[config.mk]
export PLATFORM = sky130hd
export DESIGN_NAME = cse_queue
export DESIGN_NICKNAME = d
export VERILOG_FILES = /design/src/rtl/core/cse_pkg.sv /design/src/rtl/core/cse_queue.sv
export SDC_FILE = /design/constraint.sdc
export NUM_CORES = 1
export LEC_CHECK = 0
export ABC_AREA = 1
export BUFFER_PORTS_ARGS = -buffer_cell sky130_fd_sc_hd__clkbuf_2
export CAP_MARGIN = 20
export CORE_ASPECT_RATIO = 0.8
export CORE_MARGIN = 4
export CORE_UTILIZATION = 45
export DETAILED_ROUTE_END_ITERATION = 6
export GPL_TIMING_DRIVEN = 0
export SYNTH_ARGS = -nofsm -noshare
export SYNTH_HDL_FRONTEND = slang
export SYNTH_SLANG_ARGS = --single-unit
export TNS_END_PERCENT = 100
[constraint.sdc]
create_clock -name clock -period 5.03 [get_ports clock]
set_input_delay 0.2515 -clock clock [delete_from_list [all_inputs] [get_ports clock]]
set_output_delay 0.2515 -clock clock [all_outputs]
set_load 0.01 [all_outputs]
[src/rtl/core/cse_pkg.sv]
// Shared types, constants and a helper function of the cosine similarity engine.
package cse_pkg;

   localparam int ACC_W  = 48;
   localparam int PROD_W = 32;
   localparam int SQ_W   = 64;
   localparam int DIV_STEPS = 30;

   localparam logic [30:0] ONE_Q30 = 31'h4000_0000;

   // The three running sums of one vector pair
   typedef struct packed {
      logic signed [ACC_W-1:0] dot;
      logic [ACC_W-1:0]        norm_a;
      logic [ACC_W-1:0]        norm_b;
   } sums_type;

   typedef enum logic [2:0] {
      B_IDLE,
      B_SQRT,
      B_MUL,
      B_CHECK,
      B_DIV,
      B_DONE
   } back_state_type;

   // Saturating add of a product onto a 48-bit accumulator
   function automatic logic signed [ACC_W-1:0] sat_add(input logic signed [ACC_W-1:0]  acc,
                                                       input logic signed [PROD_W-1:0] p);
      logic signed [ACC_W:0] s;
      s = {acc[ACC_W-1], acc} + {{(ACC_W+1-PROD_W){p[PROD_W-1]}}, p};
      if (s[ACC_W] != s[ACC_W-1]) begin
         sat_add = s[ACC_W] ? {1'b1, {(ACC_W-1){1'b0}}} : {1'b0, {(ACC_W-1){1'b1}}};
      end else begin
         sat_add = s[ACC_W-1:0];
      end
   endfunction

endpackage

[src/rtl/core/cse_queue.sv]
// Short FIFO of finished sums between the front and back ends.
module cse_queue
   import cse_pkg::*;
#(
   parameter int DEPTH = 4
)(
   input  logic                       clock,
   input  logic                       reset,
   input  logic                       push,
   input  sums_type                   push_data,
   input  logic                       pop,
   output sums_type                   pop_data,
   output logic [$clog2(DEPTH+1)-1:0] count
);

   localparam int PTR_W = (DEPTH > 1) ? $clog2(DEPTH) : 1;
   localparam int CNT_W = $clog2(DEPTH+1);

   sums_type               mem_ff [DEPTH];
   logic [PTR_W-1:0]       wr_ff, rd_ff;
   logic [CNT_W-1:0]       count_ff;

   function automatic logic [PTR_W-1:0] nxt(input logic [PTR_W-1:0] p);
      nxt = (p == PTR_W'(DEPTH-1)) ? '0 : p + PTR_W'(1);
   endfunction

   assign pop_data = mem_ff[rd_ff];
   assign count    = count_ff;

   always_ff @(posedge clock) begin
      if (reset) begin
         wr_ff    <= '0;
         rd_ff    <= '0;
         count_ff <= '0;
      end else begin
         if (push) wr_ff <= nxt(wr_ff);
         if (pop)  rd_ff <= nxt(rd_ff);
         if (push && !pop)      count_ff <= count_ff + CNT_W'(1);
         else if (pop && !push) count_ff <= count_ff - CNT_W'(1);
      end
      if (push) mem_ff[wr_ff] <= push_data;
   end

endmodule

==> results by group <==
Final layout
  • Final standard cell utilization of the core: 57.8%
  • NumNets Final: 2107
  • Fraction of final layout cells sized beyond drive strength 1: 21.9%
  • Layout overhead on the synthesized area: 25.9%

Synthesis
  • Area fraction in compound gates after synthesis: 10.9%
  • Post-synthesis net count: 1604
  • Post-synth top area share: 79.4%
  • Area share of and/or/nand/nor cells after synthesis: 5.33%
  • Multiplexer area fraction after synthesis: 0%
  • Fraction of synthesis flops using an asynchronous set or reset pin: 0%
  • Adder-cell share of the synthesized area: 0.436%
  • Cell type with the highest aggregate area in the netlist: sky130_fd_sc_hd__edfxtp_1
  • Main combinational cell family by area after synthesis: compound AO/OA/AOI/OAI gates
  • Sequential fraction of the synthesis area: 80.2%
  • Yosys reg bits: 585
  • Top post-synthesis cells by area: sky130_fd_sc_hd__edfxtp_1, sky130_fd_sc_hd__o21ai_0, sky130_fd_sc_hd__nor2_1, sky130_fd_sc_hd__o22ai_1, sky130_fd_sc_hd__o21ai_1
  • Post-Syn Instances: 1449
  • Avg Cell Area, Syn: 15.0 um2
  • Number of library cell types mapped by synthesis: 24
  • Cell area after technology mapping: 21800 um2
  • Number of synthesized flops with an enable pin: 576
  • Synth warnings: 0
  • XOR/XNOR share of the synthesized area: 0.0402%
  • Dominant synthesized flop cell: sky130_fd_sc_hd__edfxtp_1

Critical path
  • Capturing element type of the critical path: output pin
  • Critical path fanouts, max: 10
  • CP peak stage delay: 370 ps
  • Most frequent CP cell: sky130_fd_sc_hd__buf_2
  • Crit Reg-Reg Startpoint: wr_ff[0]$_SDFFE_PP0P_
  • Crit Path Category: reg2out
  • Flop-to-flop setup slack: 2980 ps
  • Required time at the worst-slack endpoint: 4780 ps
  • Worst setup SP type: flop
  • CP max stage cell: sky130_fd_sc_hd__buf_2
  • Arrival time at the worst endpoint: 2530 ps
  • Critical R2R Capture: mem_ff[3][83]$_DFFE_PP_
  • Chain of cells forming the critical path: buf_4 > clkinv_2 > buf_2 > buf_2 > o21ai_1 > o22ai_1 > clkbuf_2
  • R2R cell count: 4

STA
  • Post-route fraction of the period consumed by the critical path: 55.2%
  • Final-layout setup total negative slack: 0 ps
  • Slew Viols, Final: 0
  • Smallest hold slack: 51.5 ps
  • RSZ-0062 raised after global routing: false
  • Clock skew after layout: 27.2 ps
  • Worst Max-Slew Pin Slew: 640 ps
  • Number of setup violations in the final report: 0
  • Number of hold violations in the final report: 0
  • Worst slew margin: 57.3%
  • Clock period minus final worst setup slack: 2780 ps
  • Max Clk Rate: 360 MHz

Clocking
  • Number of buffers on the longest clock path: 3
  • Maximum level of the CTS H-tree: 2
  • Clock tree from TritonCTS: built
  • Post-CTS clock slew at the launch and capture registers of the worst setup and hold paths: 60 ps
  • Clock sinks: 585
  • Clock Root Buffer: sky130_fd_sc_hd__clkbuf_16
  • Worst-Skew Late Latency: 600 ps
  • CTS Hold Buffers Added: 146
  • Total clock buffers created by CTS: 57
  • Setup Buffers After CTS: 0
  • Number of instances resized during post-cts repair: 0

Die
  • Die Y-Extent: 205 um
  • Area of the die: 52000 um2
  • Initial core utilization: 45.9%
  • Die width: 254 um
  • Row cnt: 71
  • Core footprint: 47400 um2
  • Count of pins on the block boundary: 295

Placement
  • Quantity of I/O buffers inserted on ports: 294
  • Routability-driven placement congestion ratio: 0.735
  • DPL Wire Length: 32100 um

Routing
  • Via Count: 13700
  • Routed vias/inst: 5.24
  • Initial DRC count: 945
  • Post-DRT Antenna Nets: 0
  • Total wire length: 54600 um
  • Length of the first detailed-routing pass in iterations: 5
  • Post-DR wirelength/cell: 20.8 um
  • DRC viols: 0

Min path
  • Endpoint, Worst Hold: wr_ff[1]$_SDFFE_PP0P_
  • Hold wc startpoint: push
  • Hold WC Path Type: in2reg
  • Cells on Worst Hold Path: 3

Flow run
  • Total of max-cap violations: 0

Status
  • Status: finished clean

Power
  • Power density relative to cell area: 398 nW/um2
  • Total leakage power: 9.77 nW
  • Worst vdd ir: 0.000350 V

Global routing
  • Vias in the first global route: 13900
  • Maximum number of pins on one net before global-route repair: 95
  • Global-route wire length before repair: 82200 um
  • GRT Overall Usage: 20.7%
  • Initial antenna violation count: 5
  • Remaining Overflow, GRT: 0
==> worst max-delay path: cells and delay by family (launching register included) <==
family          cells  cell delay (ps)
flops               1              300
compound gates      2              340
buf+inv             5             1280
==> Yosys cell counts (3+ instances only) <==
cell / count
sky130_fd_sc_hd__nor2_1: 296
sky130_fd_sc_hd__buf_6: 23
sky130_fd_sc_hd__ha_1: 6
sky130_fd_sc_hd__inv_1: 14
sky130_fd_sc_hd__o21ai_0: 225
sky130_fd_sc_hd__buf_4: 5
sky130_fd_sc_hd__buf_2: 20
sky130_fd_sc_hd__a21oi_1: 3
sky130_fd_sc_hd__edfxtp_1: 576
sky130_fd_sc_hd__clkbuf_1: 42
sky130_fd_sc_hd__o21ai_1: 66
sky130_fd_sc_hd__o22ai_1: 144
sky130_fd_sc_hd__nand2_1: 8
sky130_fd_sc_hd__dfxtp_1: 9
==> per-layer routing <==
metal  wire [um]  GRT usage, %
met5          14             0
met4         988          4.60
met3        3810          4.38
met2       26100          34.2
met1       23600          28.5
==> state kept, by name, indices dropped and copies added, names as in the netlist, named ones only <==
name    cells
wr_ff       2
rd_ff       2
count       3
mem_ff    576
==> report_power, final <==
part / total, mW / switching [mW] / internal (mW)
Clock: 4.07 / 1.76 / 2.31
Combinational: 1.22 / 0.784 / 0.439
Sequential: 5.62 / 0.0428 / 5.57
Total: 10.9 / 2.58 / 8.33
==> layout make-up <==
cell class / count / area [um2]
Sequential cell: 585 / 17500
Fill cell: 3769 / 20000
Timing Repair Buffer: 444 / 3040
Inverter: 16 / 98.8
Antenna cell: 3 / 7.51
Multi-Input combinational cell: 754 / 3640
Tap cell: 620 / 776
Clock inverter: 30 / 196
Buffer: 94 / 609
Clock buffer: 77 / 1590
==> stage by stage <==
stage          std cells  setup WS [ps]  total power, mW  cell area (um2)
2_1_floorplan       1449           1170             6.32            21800
3_3_place_gp        2363          -1250             6.88            24000
3_5_place_dp        2367           2810             6.86            24200
4_1_cts             2620           2170             11.0            27400
5_1_grt             2622           2120             11.3            27400
6_report            2623           2250             10.9            27400
==> kinds of logic (layout without fill, tap and decap cells) <==
family                     count (synthesis)  after routing
DFF                                      585            585
AOI/OAI and AO/OA                        438            438
and+or+nand+nor                          308            308
buffers and inverters                    110            661
adders and majority gates                  7              7
xor gates and xnor gates                   1              1
other                                      0              3
==> how the worst max path moves through the flow <==
stage	from	to	slack [ps]	cells after the start
finish	flop	pop_data[121]	2250	7
global route	flop	pop_data[121]	2120	7
CTS	flop	pop_data[121]	2170	7
detailed placement	flop	pop_data[121]	2810	7
global placement	wr_ff[0]$_SDFFE_PP0P_	mem_ff[0][77]$_DFFE_PP_	-1250	4
floorplan	wr_ff[0]$_SDFFE_PP0P_	mem_ff[3][0]$_DFFE_PP_	1170	3
==> layout by cell type (no fill, tap or decap), drive strengths merged <==
cell | synthesis | routed
dlygate4sd3 | 0 | 146
a21oi | 3 | 3
nand3 | 1 | 1
buf | 51 | 55
bufinv | 0 | 2
xor2 | 1 | 1
nand4 | 1 | 1
dfxtp | 9 | 9
o22ai | 144 | 144
diode | 0 | 3
clkinv | 1 | 25
nand2 | 8 | 8
inv | 15 | 16
clkinvlp | 0 | 3
edfxtp | 576 | 576
nor2 | 296 | 296
ha | 6 | 6
fa | 1 | 1
o21ai | 291 | 291
nor3 | 2 | 2
clkbuf | 43 | 414
Note: power is estimated with default switching activity, not from simulation.
