==> config.mk <==
export PLATFORM = sky130hd
export DESIGN_NAME = cse_front_flat
export DESIGN_NICKNAME = d
export VERILOG_FILES = /design/src/rtl/core/cse_pkg.sv /design/src/rtl/core/cse_if.sv /design/src/rtl/core/cse_front.sv /design/src/flat_wrapper.sv
export SDC_FILE = /design/constraint.sdc
export NUM_CORES = 2
export LEC_CHECK = 0
export ABC_AREA = 1
export BUFFER_PORTS_ARGS = -buffer_cell sky130_fd_sc_hd__buf_4
export CAP_MARGIN = 10
export CORE_UTILIZATION = 60
export DETAILED_ROUTE_END_ITERATION = 10
export HOLD_SLACK_MARGIN = 0.02
export MAX_ROUTING_LAYER = met4
export PLACE_DENSITY = 0.74
export SLEW_MARGIN = 20
export SYNTH_ARGS = -nofsm -noshare
export SYNTH_HDL_FRONTEND = slang
export SYNTH_SLANG_ARGS = --single-unit
==> constraint.sdc <==
create_clock -name clock -period 8.4 [get_ports clock]
set_input_delay 0 -clock clock [delete_from_list [all_inputs] [get_ports clock]]
set_output_delay 0 -clock clock [all_outputs]
set_load 0.01 [all_outputs]
==> src/rtl/core/cse_pkg.sv <==
// Shared types, constants and a helper function of the cosine similarity engine.
package cse_pkg;

   localparam int ACC_W  = 48;
   localparam int PROD_W = 32;
   localparam int SQ_W   = 64;
   localparam int DIV_STEPS = 30;

   localparam logic [30:0] ONE_Q30 = 31'h4000_0000;

   // The three running sums of one vector pair
   typedef struct packed {
      logic signed [ACC_W-1:0] dot;
      logic [ACC_W-1:0]        norm_a;
      logic [ACC_W-1:0]        norm_b;
   } sums_type;

   typedef enum logic [2:0] {
      B_IDLE,
      B_SQRT,
      B_MUL,
      B_CHECK,
      B_DIV,
      B_DONE
   } back_state_type;

   // Saturating add of a product onto a 48-bit accumulator
   function automatic logic signed [ACC_W-1:0] sat_add(input logic signed [ACC_W-1:0]  acc,
                                                       input logic signed [PROD_W-1:0] p);
      logic signed [ACC_W:0] s;
      s = {acc[ACC_W-1], acc} + {{(ACC_W+1-PROD_W){p[PROD_W-1]}}, p};
      if (s[ACC_W] != s[ACC_W-1]) begin
         sat_add = s[ACC_W] ? {1'b1, {(ACC_W-1){1'b0}}} : {1'b0, {(ACC_W-1){1'b1}}};
      end else begin
         sat_add = s[ACC_W-1:0];
      end
   endfunction

endpackage

==> src/rtl/core/cse_if.sv <==
// Valid/ready channel interfaces for element pairs and scores.
interface cse_req_if;
   logic               valid;
   logic               ready;
   logic signed [15:0] elem_a;
   logic signed [15:0] elem_b;
   logic               last_pair;
   modport source(output valid, output elem_a, output elem_b, output last_pair, input ready);
   modport sink(input valid, input elem_a, input elem_b, input last_pair, output ready);
endinterface


==> src/rtl/core/cse_front.sv <==
// Front end: element products and saturating running sums, one pair per cycle while space_ok is high.
module cse_front
   import cse_pkg::*;
(
   input  logic      clock,
   input  logic      reset,
   input  logic      space_ok,
   cse_req_if.sink   req_chan,
   output logic      push,
   output sums_type  push_data
);

   logic                     accept;
   logic signed [PROD_W-1:0] p_ab_ff, p_aa_ff, p_bb_ff;
   logic                     v1_ff, last1_ff;
   sums_type                 acc_ff, acc_in;

   assign req_chan.ready = space_ok;
   assign accept = req_chan.valid && req_chan.ready;

   // product stage
   always_ff @(posedge clock) begin
      if (reset) begin
         v1_ff <= 1'b0;
      end else begin
         v1_ff <= accept;
      end
      last1_ff <= req_chan.last_pair;
      p_ab_ff  <= req_chan.elem_a * req_chan.elem_b;
      p_aa_ff  <= req_chan.elem_a * req_chan.elem_a;
      p_bb_ff  <= req_chan.elem_b * req_chan.elem_b;
   end

   // accumulate stage
   always_comb begin
      acc_in.dot    = sat_add(acc_ff.dot, p_ab_ff);
      acc_in.norm_a = sat_add(acc_ff.norm_a, p_aa_ff);
      acc_in.norm_b = sat_add(acc_ff.norm_b, p_bb_ff);
   end

   assign push      = v1_ff && last1_ff;
   assign push_data = acc_in;

   always_ff @(posedge clock) begin
      if (reset) begin
         acc_ff <= '0;
      end else if (v1_ff) begin
         acc_ff <= last1_ff ? '0 : acc_in;
      end
   end

endmodule

==> src/flat_wrapper.sv <==
// flat-port wrapper written by rule: the top's interface ports become plain ports
module cse_front_flat import cse_pkg::*;
  (clock, reset, space_ok, push, push_data, req_chan_valid, req_chan_elem_a, req_chan_elem_b, req_chan_last_pair, req_chan_ready);
  cse_req_if req_chan_i ();
  input  logic clock;
  input  logic reset;
  input  logic space_ok;
  output logic push;
  output sums_type push_data;
  input wire logic [$bits(req_chan_i.valid)-1:0] req_chan_valid;
  input wire logic [$bits(req_chan_i.elem_a)-1:0] req_chan_elem_a;
  input wire logic [$bits(req_chan_i.elem_b)-1:0] req_chan_elem_b;
  input wire logic [$bits(req_chan_i.last_pair)-1:0] req_chan_last_pair;
  output wire logic [$bits(req_chan_i.ready)-1:0] req_chan_ready;
  assign req_chan_i.valid = req_chan_valid;
  assign req_chan_i.elem_a = req_chan_elem_a;
  assign req_chan_i.elem_b = req_chan_elem_b;
  assign req_chan_i.last_pair = req_chan_last_pair;
  assign req_chan_ready = req_chan_i.ready;
  cse_front u_core (.clock(clock), .reset(reset), .space_ok(space_ok), .req_chan(req_chan_i), .push(push), .push_data(push_data));
endmodule
==> impl_metrics.py <==
metrics = {
    "clock_tree": {
        "clock_sinks": 240,
        "cts_tree": "yes",
        "clock_path_buffers": 3,
        "clkLatencyLatePin_ns": 0.59,
        "cts_buffers": 26,
        "root_buffer": "clkbuf_16",
        "cts.reportedPaths.clkPinSlew_ns": 0.07,
        "h-tree-depth": 1,
        "post_cts_buffers": 0,
    },
    "worst_setup_path": {
        "path_max_fanout": 32,
        "rr_startpoint": "u_core.p_bb_ff[31]",
        "r2r_slack_ns": 3.34,
        "cp.required_ns": 8.90,
        "startpoint_type": "primary input",
        "endpoint_kind": "flip-flop",
        "rr_endpoint": "u_core.acc_ff[37]",
        "rr_worst_depth": 15,
        "worst-setup-path-type": "in -> reg",
        "arrival_ns": 6.20,
    },
    "global_route": {
        "grt_pass1_wl_mm": 221.8,
        "gr-max-usage-layer": "met2",
        "globalRouteOverflowTotal": 0,
        "grt_pass1_vias": 41827,
        "grt_use_met2": 0.5603,
        "antenna_found_initial": 3,
        "grt_max_degree": 89,
        "grt.total_usage": 0.3538,
        "grt_util_met3": 0.02572,
        "grtUsageMet1": 0.4934,
    },
    "place": {
        "numPlacedInstances": 7710,
        "place_congestion": 1.024,
        "dp_hpwl_mm": 112.6,
        "port_buffers": 182,
    },
    "yosys": {
        "synth_edf_count": 0,
        "ys_types": 48,
        "synth-async-reset-ratio": 0,
        "syn-mean-instance-area_um2": 7.171,
        "syn_nets": 7839,
        "synth.yosys.seq_area_share": 0.1007,
        "synth_warnings": 0,
        "syn_inst": 6655,
        "synth_area_um2": 47720,
        "ys_ff_latch": 240,
        "ys.flop_type": "dfxtp_1",
    },
    "timing": {
        "fin_worst_skew_ns": 0.01320,
        "fmax_mhz": 175.5,
        "rsz0062_at_grt": "false",
        "tightest_slew_ns": 1.069,
        "relSlewSlack": 0.2873,
        "slew_viol_final": 0,
        "whs_ns": 0.08079,
        "post-route-period-util": 0.6785,
        "finalCriticalPeriod_ns": 5.699,
        "fin_setup_tns_ns": 0,
        "setup_violations": 0,
        "hold_viol": 0,
    },
    "routing": {
        "num_vias": 42102,
        "drt_iter0_markers": 3186,
        "wl_per_cell_um": 17.77,
        "vias_per_cell": 5.423,
        "drc": 0,
        "drt_wl_total_mm": 138.0,
        "postRouteAntennaNets": 0,
        "drt-pass1-iter-count": 10,
    },
    "cells_and_area": {
        "stdcell_count": 7764,
        "area_growth_syn_to_layout_pct": 6.096,
        "final_util": 0.6419,
        "final_nets": 7878,
        "final_layout_size_suffix_gt1_frac": 0.06392,
    },
    "floorplan": {
        "die-width_um": 284.0,
        "start_util": 0.6051,
        "floorplan.die.height_um": 284.0,
        "dieArea_um2": 80670,
        "io_pins": 183,
        "core_um2": 78870,
        "num_rows": 103,
    },
    "hold_path": {
        "min_from": "req_chan_last_pair",
        "min-delay-path-class": "in -> reg",
        "holdPathEnd": "u_core.last1_ff",
        "whs_path_depth": 2,
    },
    "outcome": {
        "status": "finished clean",
    },
    "run": {
        "drv_cap": 0,
    },
}
## cell families after synthesis
| logic type | Yosys count | share of synthesized area |
|---|---|---|
| adders and majority gates | 1147 | 0.4154 |
| AOI/OAI and AO/OA | 802 | 0.09321 |
| buffers and inverters | 1739 | 0.1395 |
| xor gates and xnor gates | 165 | 0.03028 |
| and+or+nand+nor | 2562 | 0.2209 |
| DFF | 240 | 0.1007 |
## cell type report
class	instances	area [um2]
multi-input combinational	4676	36280
fill	7386	28240
inverter	1552	5828
sequential	240	4805
timing repair buffer	198	1514
tap	1050	1314
clock buffer	31	700.7
clock inverter	15	182.7
antenna	2	5.005
## stage by stage
stage	instance area, um2	setup slack [ns]
2_1_floorplan	47720	2.976
3_3_place_gp	49660	2.591
3_5_place_dp	49680	2.476
4_1_cts	50620	2.725
5_1_grt	50630	2.389
6_report	50630	2.701
## flip-flops by register name (all words and copies together) (netlist names)
register and count:
u_core.v1_ff 1, u_core.last1_ff 1, u_core.acc_ff 144, u_core.p_bb_ff 31, u_core.p_ab_ff 32, u_core.p_aa_ff 31
## critical path, stage by stage
cell	delay [ns]
dlygate4sd3_1	0.53
buf_4	0.39
inv_1	0.32
nand2_1	0.20
xor2_1	0.09
ha_1	0.29
inv_1	0.05
fa_1	0.47
inv_1	0.05
fa_1	0.50
fa_1	0.43
fa_1	0.49
inv_1	0.05
fa_1	0.48
inv_1	0.05
ha_1	0.36
a21oi_1	0.24
o21a_1	0.15
o21ai_0	0.14
a21oi_1	0.31
o21ai_0	0.19
a21oi_1	0.22
xnor2_1	0.15
## routing by layer
metal,routed length [um],share of wire
met5,0,0
met4,3690,0.027
met3,9258,0.067
met2,63560,0.46
met1,61500,0.45
## worst max path at each step
stage,cells past startpoint,slack [ns],start,endpoint
after floorplan,20,2.98,req_chan_elem_a[15],u_core.p_aa_ff[28]
after global placement,21,2.59,req_chan_elem_b[15],u_core.p_ab_ff[27]
after detailed placement,21,2.48,req_chan_elem_b[15],u_core.p_ab_ff[27]
after CTS,23,2.72,req_chan_elem_a[0],u_core.p_ab_ff[27]
after global routing,22,2.39,req_chan_elem_a[0],u_core.p_aa_ff[25]
final,23,2.70,req_chan_elem_a[0],u_core.p_aa_ff[22]
## repair_timing
item | CTS | global route
hold buffers | 6 | 0
setup endpoints to repair | 0 | 0
gates resized for setup | 0 | 0
hold endpoints to repair | 69 | 0
## placed cells by master (no fill, tap or decap), types with 23 or more instances in the layout
master,instances
nand2_1,1665
inv_1,1535
fa_1,729
a21oi_1,459
nor2_1,424
ha_1,418
dfxtp_1,240
nand3_1,218
buf_4,191
o21ai_0,176
nand2_2,97
xor2_1,91
xnor2_1,74
nand4_1,57
o21bai_1,53
or2_2,30
nor3_1,27
clkbuf_16,27
o21ai_2,23
## synthesized netlist by cell type (5+ instances only)
master	instances	area, um2
nand2_1	1665	6250
inv_1	1535	5762
fa_1	729	14590
a21oi_1	459	2297
nor2_1	426	1599
ha_1	418	5230
dfxtp_1	240	4805
nand3_1	219	1096
o21ai_0	176	880.8
clkbuf_1	153	574.3
nand2_2	97	606.8
xor2_1	91	797.0
xnor2_1	74	648.1
nand4_1	57	356.6
o21bai_1	53	397.9
or2_2	30	187.7
nor3_1	27	135.1
o21ai_2	23	201.4
a21o_1	22	165.2
inv_2	15	56.30
buf_6	13	146.4
a21boi_0	11	82.58
a31oi_1	11	68.82
o21a_1	11	82.58
buf_1	9	33.78
nor2_2	9	56.30
nor4_1	9	56.30
buf_2	8	40.04
o211ai_1	8	60.06
o21ai_1	7	35.03
a211oi_1	6	45.04
nand3b_1	6	45.04
a31o_2	5	43.79
o2111ai_1	5	43.79
Power is left out: the tool's default activity adds up to more than one toggle a clock period on the data nets, which glitch-free logic cannot reach.
