==> src/rtl/core/cse_pkg.sv <==
// Shared types, constants and a helper function of the cosine similarity engine.
package cse_pkg;

   localparam int ACC_W  = 48;
   localparam int PROD_W = 32;
   localparam int SQ_W   = 64;
   localparam int DIV_STEPS = 30;

   localparam logic [30:0] ONE_Q30 = 31'h4000_0000;

   // The three running sums of one vector pair
   typedef struct packed {
      logic signed [ACC_W-1:0] dot;
      logic [ACC_W-1:0]        norm_a;
      logic [ACC_W-1:0]        norm_b;
   } sums_type;

   typedef enum logic [2:0] {
      B_IDLE,
      B_SQRT,
      B_MUL,
      B_CHECK,
      B_DIV,
      B_DONE
   } back_state_type;

   // Saturating add of a product onto a 48-bit accumulator
   function automatic logic signed [ACC_W-1:0] sat_add(input logic signed [ACC_W-1:0]  acc,
                                                       input logic signed [PROD_W-1:0] p);
      logic signed [ACC_W:0] s;
      s = {acc[ACC_W-1], acc} + {{(ACC_W+1-PROD_W){p[PROD_W-1]}}, p};
      if (s[ACC_W] != s[ACC_W-1]) begin
         sat_add = s[ACC_W] ? {1'b1, {(ACC_W-1){1'b0}}} : {1'b0, {(ACC_W-1){1'b1}}};
      end else begin
         sat_add = s[ACC_W-1:0];
      end
   endfunction

endpackage

==> src/rtl/core/cse_if.sv <==


interface cse_rsp_if;
   logic               valid;
   logic               ready;
   logic signed [31:0] score;
   logic               zero_norm;
   modport source(output valid, output score, output zero_norm, input ready);
   modport sink(input valid, input score, input zero_norm, output ready);
endinterface

==> src/rtl/core/cse_back.sv <==
// Back end: square roots, magnitude product, restoring divide and score format.
module cse_back
   import cse_pkg::*;
(
   input  logic      clock,
   input  logic      reset,
   input  logic      mode,
   input  logic      q_valid,
   input  sums_type  q_data,
   output logic      q_pop,
   cse_rsp_if.source rsp_chan
);

   back_state_type    state_ff, state_in;
   sums_type          sums_ff;
   logic [SQ_W-1:0]   va_ff, vb_ff, ra_ff, rb_ff, bit_ff, m_ff, r_ff;
   logic [30:0]       q_ff, q_in;
   logic [4:0]        cnt_ff;
   logic              zn_ff, zero_in;
   logic signed [31:0] score_ff;
   logic [ACC_W-1:0]  mag;
   logic [SQ_W-1:0]   ta, tb, r_start;
   logic [SQ_W:0]     r2;
   logic signed [32:0] sim, distance;

   assign zero_in = (q_data.norm_a == '0) || (q_data.norm_b == '0);
   assign mag     = sums_ff.dot[ACC_W-1] ? ACC_W'(-sums_ff.dot) : ACC_W'(sums_ff.dot);
   assign r_start = {mag, 16'h0};
   assign ta      = ra_ff + bit_ff;
   assign tb      = rb_ff + bit_ff;
   assign r2      = {r_ff, 1'b0};

   // next state
   always_comb begin
      state_in = state_ff;
      case (state_ff)
         B_IDLE:  if (q_valid) state_in = zero_in ? B_DONE : B_SQRT;
         B_SQRT:  if (bit_ff[0]) state_in = B_MUL;
         B_MUL:   state_in = B_CHECK;
         B_CHECK: state_in = (m_ff == '0 || r_start >= m_ff) ? B_DONE : B_DIV;
         B_DIV:   if (cnt_ff == 5'(DIV_STEPS-1)) state_in = B_DONE;
         B_DONE:  if (rsp_chan.ready) state_in = B_IDLE;
         default: state_in = B_IDLE;
      endcase
   end

   // outputs
   always_comb begin
      q_pop              = 1'b0;
      rsp_chan.valid     = 1'b0;
      case (state_ff)
         B_IDLE:  q_pop = q_valid;
         B_DONE:  rsp_chan.valid = 1'b1;
         default: ;
      endcase
   end

   assign rsp_chan.score     = score_ff;
   assign rsp_chan.zero_norm = zn_ff;

   // next quotient: range shortcut in CHECK, one restoring step per DIV cycle
   always_comb begin
      q_in = q_ff;
      case (state_ff)
         B_CHECK: begin
            if (m_ff == '0) q_in = (mag != '0) ? ONE_Q30 : '0;
            else if (r_start >= m_ff) q_in = ONE_Q30;
         end
         B_DIV:   q_in = {q_ff[29:0], (r2 >= {1'b0, m_ff})};
         default: ;
      endcase
   end

   // score from the next quotient, with sign and mode
   always_comb begin
      sim      = sums_ff.dot[ACC_W-1] ? -$signed({2'b00, q_in}) : $signed({2'b00, q_in});
      distance = $signed({2'b00, ONE_Q30}) - sim;
      if (distance[32] == 1'b0 && distance[31] == 1'b1) distance = 33'sh0_7FFF_FFFF;
   end

   always_ff @(posedge clock) begin
      if (reset) begin
         state_ff <= B_IDLE;
      end else begin
         state_ff <= state_in;
      end
   end

   // datapath
   always_ff @(posedge clock) begin
      case (state_ff)
         B_IDLE: begin
            sums_ff <= q_data;
            va_ff   <= {q_data.norm_a, 16'h0};
            vb_ff   <= {q_data.norm_b, 16'h0};
            ra_ff   <= '0;
            rb_ff   <= '0;
            bit_ff  <= SQ_W'(64'h4000_0000_0000_0000);
            zn_ff   <= zero_in;
            q_ff    <= '0;
            score_ff <= mode ? $signed({1'b0, ONE_Q30}) : 32'sd0;
         end
         B_SQRT: begin
            if (va_ff >= ta) begin
               va_ff <= va_ff - ta;
               ra_ff <= (ra_ff >> 1) + bit_ff;
            end else begin
               ra_ff <= ra_ff >> 1;
            end
            if (vb_ff >= tb) begin
               vb_ff <= vb_ff - tb;
               rb_ff <= (rb_ff >> 1) + bit_ff;
            end else begin
               rb_ff <= rb_ff >> 1;
            end
            bit_ff <= bit_ff >> 2;
         end
         B_MUL: begin
            m_ff <= ra_ff[31:0] * rb_ff[31:0];
         end
         B_CHECK: begin
            r_ff   <= r_start;
            cnt_ff <= '0;
            q_ff   <= q_in;
         end
         B_DIV: begin
            cnt_ff <= cnt_ff + 5'd1;
            q_ff   <= q_in;
            if (r2 >= {1'b0, m_ff}) begin
               r_ff <= SQ_W'(r2 - {1'b0, m_ff});
            end else begin
               r_ff <= r2[SQ_W-1:0];
            end
         end
         default: ;
      endcase
      // latch the formatted score on entry to the result state
      if (state_ff != B_IDLE && state_ff != B_DONE && state_in == B_DONE) begin
         score_ff <= mode ? distance[31:0] : sim[31:0];
      end
   end

endmodule

==> src/flat_wrapper.sv <==
// flat-port wrapper written by rule: the top's interface ports become plain ports
module cse_back_flat import cse_pkg::*;
  (clock, reset, mode, q_valid, q_data, q_pop, rsp_chan_valid, rsp_chan_score, rsp_chan_zero_norm, rsp_chan_ready);
  cse_rsp_if rsp_chan_i ();
  input  logic clock;
  input  logic reset;
  input  logic mode;
  input  logic q_valid;
  input  sums_type q_data;
  output logic q_pop;
  output wire logic [$bits(rsp_chan_i.valid)-1:0] rsp_chan_valid;
  output wire logic [$bits(rsp_chan_i.score)-1:0] rsp_chan_score;
  output wire logic [$bits(rsp_chan_i.zero_norm)-1:0] rsp_chan_zero_norm;
  input wire logic [$bits(rsp_chan_i.ready)-1:0] rsp_chan_ready;
  assign rsp_chan_valid = rsp_chan_i.valid;
  assign rsp_chan_score = rsp_chan_i.score;
  assign rsp_chan_zero_norm = rsp_chan_i.zero_norm;
  assign rsp_chan_i.ready = rsp_chan_ready;
  cse_back u_core (.clock(clock), .reset(reset), .mode(mode), .q_valid(q_valid), .q_data(q_data), .q_pop(q_pop), .rsp_chan(rsp_chan_i));
endmodule
==> config.mk <==
export PLATFORM = sky130hd
export DESIGN_NAME = cse_back_flat
export DESIGN_NICKNAME = d
export VERILOG_FILES = /design/src/rtl/core/cse_pkg.sv /design/src/rtl/core/cse_if.sv /design/src/rtl/core/cse_back.sv /design/src/flat_wrapper.sv
export SDC_FILE = /design/constraint.sdc
export NUM_CORES = 2
export LEC_CHECK = 0
export BUFFER_PORTS_ARGS = -buffer_cell sky130_fd_sc_hd__clkbuf_2
export CAP_MARGIN = 20
export CORE_MARGIN = 5
export CORE_UTILIZATION = 40
export CTS_BUF_LIST = sky130_fd_sc_hd__clkbuf_4 sky130_fd_sc_hd__clkbuf_8
export DETAILED_ROUTE_END_ITERATION = 10
export GPL_ROUTABILITY_DRIVEN = 0
export GPL_TIMING_DRIVEN = 0
export SETUP_SLACK_MARGIN = 0.15
export SLEW_MARGIN = 30
export SYNTH_ARGS = -nofsm -noshare
export SYNTH_HDL_FRONTEND = slang
export SYNTH_SLANG_ARGS = --single-unit
==> constraint.sdc <==
create_clock -name clock -period 10.6 [get_ports clock]
set_input_delay 2.12 -clock clock [delete_from_list [all_inputs] [get_ports clock]]
set_output_delay 2.12 -clock clock [all_outputs]
set_load 0.02 [all_outputs]
==> flow_summary.ini <==
[run_status]
status = completed

[route]
drc_errors = 0
via_per_inst = 5.66
drt_iter0_drc = 5717
wl_per_cell_microns = 23.2
firstDrtPassIters = 6
wl_microns = 262000
vias = 64060
antenna_left = 0

[floorplanning]
start_util_pct = 40.1
io_pins = 184
die_area_sq_um = 197000
die_y_microns = 444
fp-row-count = 159
die_w_microns = 444
core_sq_um = 188000

[placed_design]
place_inst = 11131
dp_hpwl_microns = 216000
port_buffers = 182

[critical_path]
critPathCaptureType = register
cp.arrival_ps = 10660
path_class = register to register
slowest_delay_ps = 560
critPathRequiredTime_ps = 11050
critPathLaunchType = register
cpMaxStageDelayCell = fa_1
rrSetupSlack_ps = 390
cp_max_fo = 10
critPathBufInv = 9
critical_path.top_delay_family = adder cells
cpMostUsedCell = fa_1

[global_route]
antenna_found_initial = 16
grt.total_usage_pct = 26.0
grt_max_degree = 78
overflow = 0
grt_pass1_wl_microns = 394000
grt_pass1_vias = 64052

[layout]
layout.nets = 10428
multi_input_area_sq_um = 53700
synthToLayoutAreaGrowth_pct = 9.41
finalNonFillerCells = 11320
fillers = 18383
seq_area_sq_um = 16100
drive_gt1_share_pct = 7.48

[pwr]
p_int_mw = 7.13
leakagePower_nw = 36.6
switching_share_pct = 50.0
power.total_mw = 14.3
powerDensity_nw_per_um2 = 173
power.share.clock_pct = 14.8
p_sw_mw = 7.13
power_frac_seq_pct = 22.8
combPwrFrac_pct = 62.4
peakVddDrop_v = 0.000131

[yosys]
mappedNetlistArea_sq_um = 75300
synth_edf_count = 533
synthDominantCellAreaShare_pct = 23.9
synthFlopType = edfxtp_1
yosysTopAreaCell = fa_1
synth_fp_nets = 10124
yosys_warnings = 0
async_flop_share_pct = 0
syn_inst = 8435
ys_seq_area_share_pct = 21.3
ys_ff_latch = 536
synth_area_leaders = fa_1, edfxtp_1, ha_1
syn_avg_cell_area_sq_um = 8.93
synth.distinct_cells = 92

[sta]
hold_viol = 0
period_minus_slack_ps = 10210
fin_crit_sh_pct = 96.4
maxSlewViolCount = 0
tightest_slew_ps = 1160
max_freq_mhz = 97.9
setup_viol = 0
skew_ps = 48.8
slew_headroom_pct = 22.4
rsz0062_at_grt = yes

[cts]
clkSinkCount = 536
clk_pin_slew_ps = 70
cts_tree = yes
root_buffer = clkbuf_8
max-clock-path-buffers = 3
holdBufCountCts = 0
numCtsBuffers = 97
clock_latency_ps = 820
h-tree-depth = 3

[hold_path]
hp-class = register to register

[flow_run]
maxCapViolations = 0
-- cell type report --
class,count,share of cell area [%]
inverter,1159,5.29
multi-input combinational,6330,65.2
clock inverter,54,0.556
timing repair buffer,205,1.49
clock buffer,120,1.83
antenna,11,0.0334
tap,2495,3.79
sequential,536,19.5
buffer,410,2.36
-- layer usage --
layer  part of all wire (%)  GRT usage (%)
met1                     40           33.7
met2                     44           40.8
met3                    9.6           6.13
met4                    5.8           12.9
met5                  0.012              0
-- final timing paths --
kind	start	end	cells after the start
worst min-delay path	u_core.r_ff[5]$_SDFFCE_PN0N_	u_core.r_ff[6]$_SDFFCE_PN0N_	2
worst max register to register	u_core.ra_ff[14]$_SDFFCE_PN0P_	u_core.m_ff[59]$_DFFE_PP_	34
worst max-delay path	u_core.ra_ff[14]$_SDFFCE_PN0P_	u_core.m_ff[59]$_DFFE_PP_	34
worst min register to register	u_core.r_ff[5]$_SDFFCE_PN0N_	u_core.r_ff[6]$_SDFFCE_PN0N_	2
-- cell usage after synthesis, types with 44 or more instances --
cell and instances:
nand2_1 1228, inv_1 1157, fa_1 899, ha_1 641
edfxtp_1 533, nor2_1 488, a21oi_1 422, o21ai_0 355
clkbuf_1 337, and2_1 286, xor2_1 269, xnor2_1 266
a21o_1 180, a31oi_1 122, a211oi_1 119, nand3_1 98
nand4_1 80, o21bai_1 80, nor2b_1 73, and3_1 69
buf_1 67, nor4_1 59, nor3_1 57, or3_1 44
-- kinds of logic (layout without fill, tap and decap cells) --
group / count (synthesis) / in the layout / synth area share [%]
buffers and inverters: 1569 / 1948 / 7.84
multiplexers: 10 / 10 / 0.138
other: 0 / 11 / 0
adder cells (fa/ha/maj): 1540 / 1540 / 34.6
flip-flops: 536 / 536 / 21.3
AND/OR/NAND/NOR: 2613 / 2613 / 16.0
AO/OA/AOI/OAI: 1632 / 1632 / 14.0
XOR/XNOR: 535 / 535 / 6.22
-- timing repair --
action,4_1_cts,5_1_grt
pin swaps,1,3
buffers inserted,2,2
setup endpoints to repair,18,41
resized for setup,167,138
-- flip-flops by register name, indices dropped and copies added, names as in the netlist, 3 cells and up --
signal,cells
u_core.va_ff,64
u_core.ra_ff,64
u_core.bit_ff,32
u_core.state_ff,3
u_core.m_ff,64
u_core.rb_ff,64
u_core.vb_ff,64
u_core.sums_ff,48
u_core.r_ff,64
u_core.cnt_ff,5
u_core.q_ff,31
u_core.rsp_chan.score,32
-- stage by stage --
stage / setup TNS (ps) / setup slack, ps / cell area, sq um / hold slack (ps) / util [%]
global placement: -347360 / -4760 / 79400 / 577 / 42.3
finish: 0 / 387 / 82400 / 590 / 43.9
global route: 0 / 115 / 82400 / 628 / 43.9
detailed placement: -14730 / -1520 / 79800 / 587 / 42.6
floorplan: -3180 / -49.6 / 75400 / 544 / -
CTS: 0 / 150 / 82200 / 600 / 43.8
-- power groups by stage --
stage                     clock [mW]  sequential, mW  combinational (mW)
final                           2.11            3.26                8.89
after global routing            2.25            3.30                9.63
after CTS                       2.16            3.25                8.69
after detailed placement           0            3.28                8.57
after global placement             0            3.32                8.40
after floorplan                    0            3.21                5.81
-- layout by cell type, fill, tap and decap left out, types with 42 or more instances in the layout --
cell,Yosys,layout
a211oi_1,119,117
a21o_1,180,180
a21oi_1,422,418
a31oi_1,122,118
and2_1,286,285
and3_1,69,69
clkbuf_1,337,200
clkbuf_2,0,290
clkbuf_4,0,53
clkbuf_8,0,101
edfxtp_1,533,533
fa_1,899,899
ha_1,641,638
inv_1,1157,1155
nand2_1,1228,1226
nand2b_1,42,42
nand3_1,98,98
nand4_1,80,80
nor2_1,488,486
nor2b_1,73,73
nor3_1,57,57
nor4_1,59,58
o21ai_0,355,352
o21bai_1,80,80
or3_1,44,44
xnor2_1,266,258
xor2_1,269,265
-- worst min-delay path, cell delays in order, from the launching register on --
cell      delay [ps]
edfxtp_1         360
mux2i_1           80
nor2_1            80
Note: power is estimated with default switching activity, not from simulation.
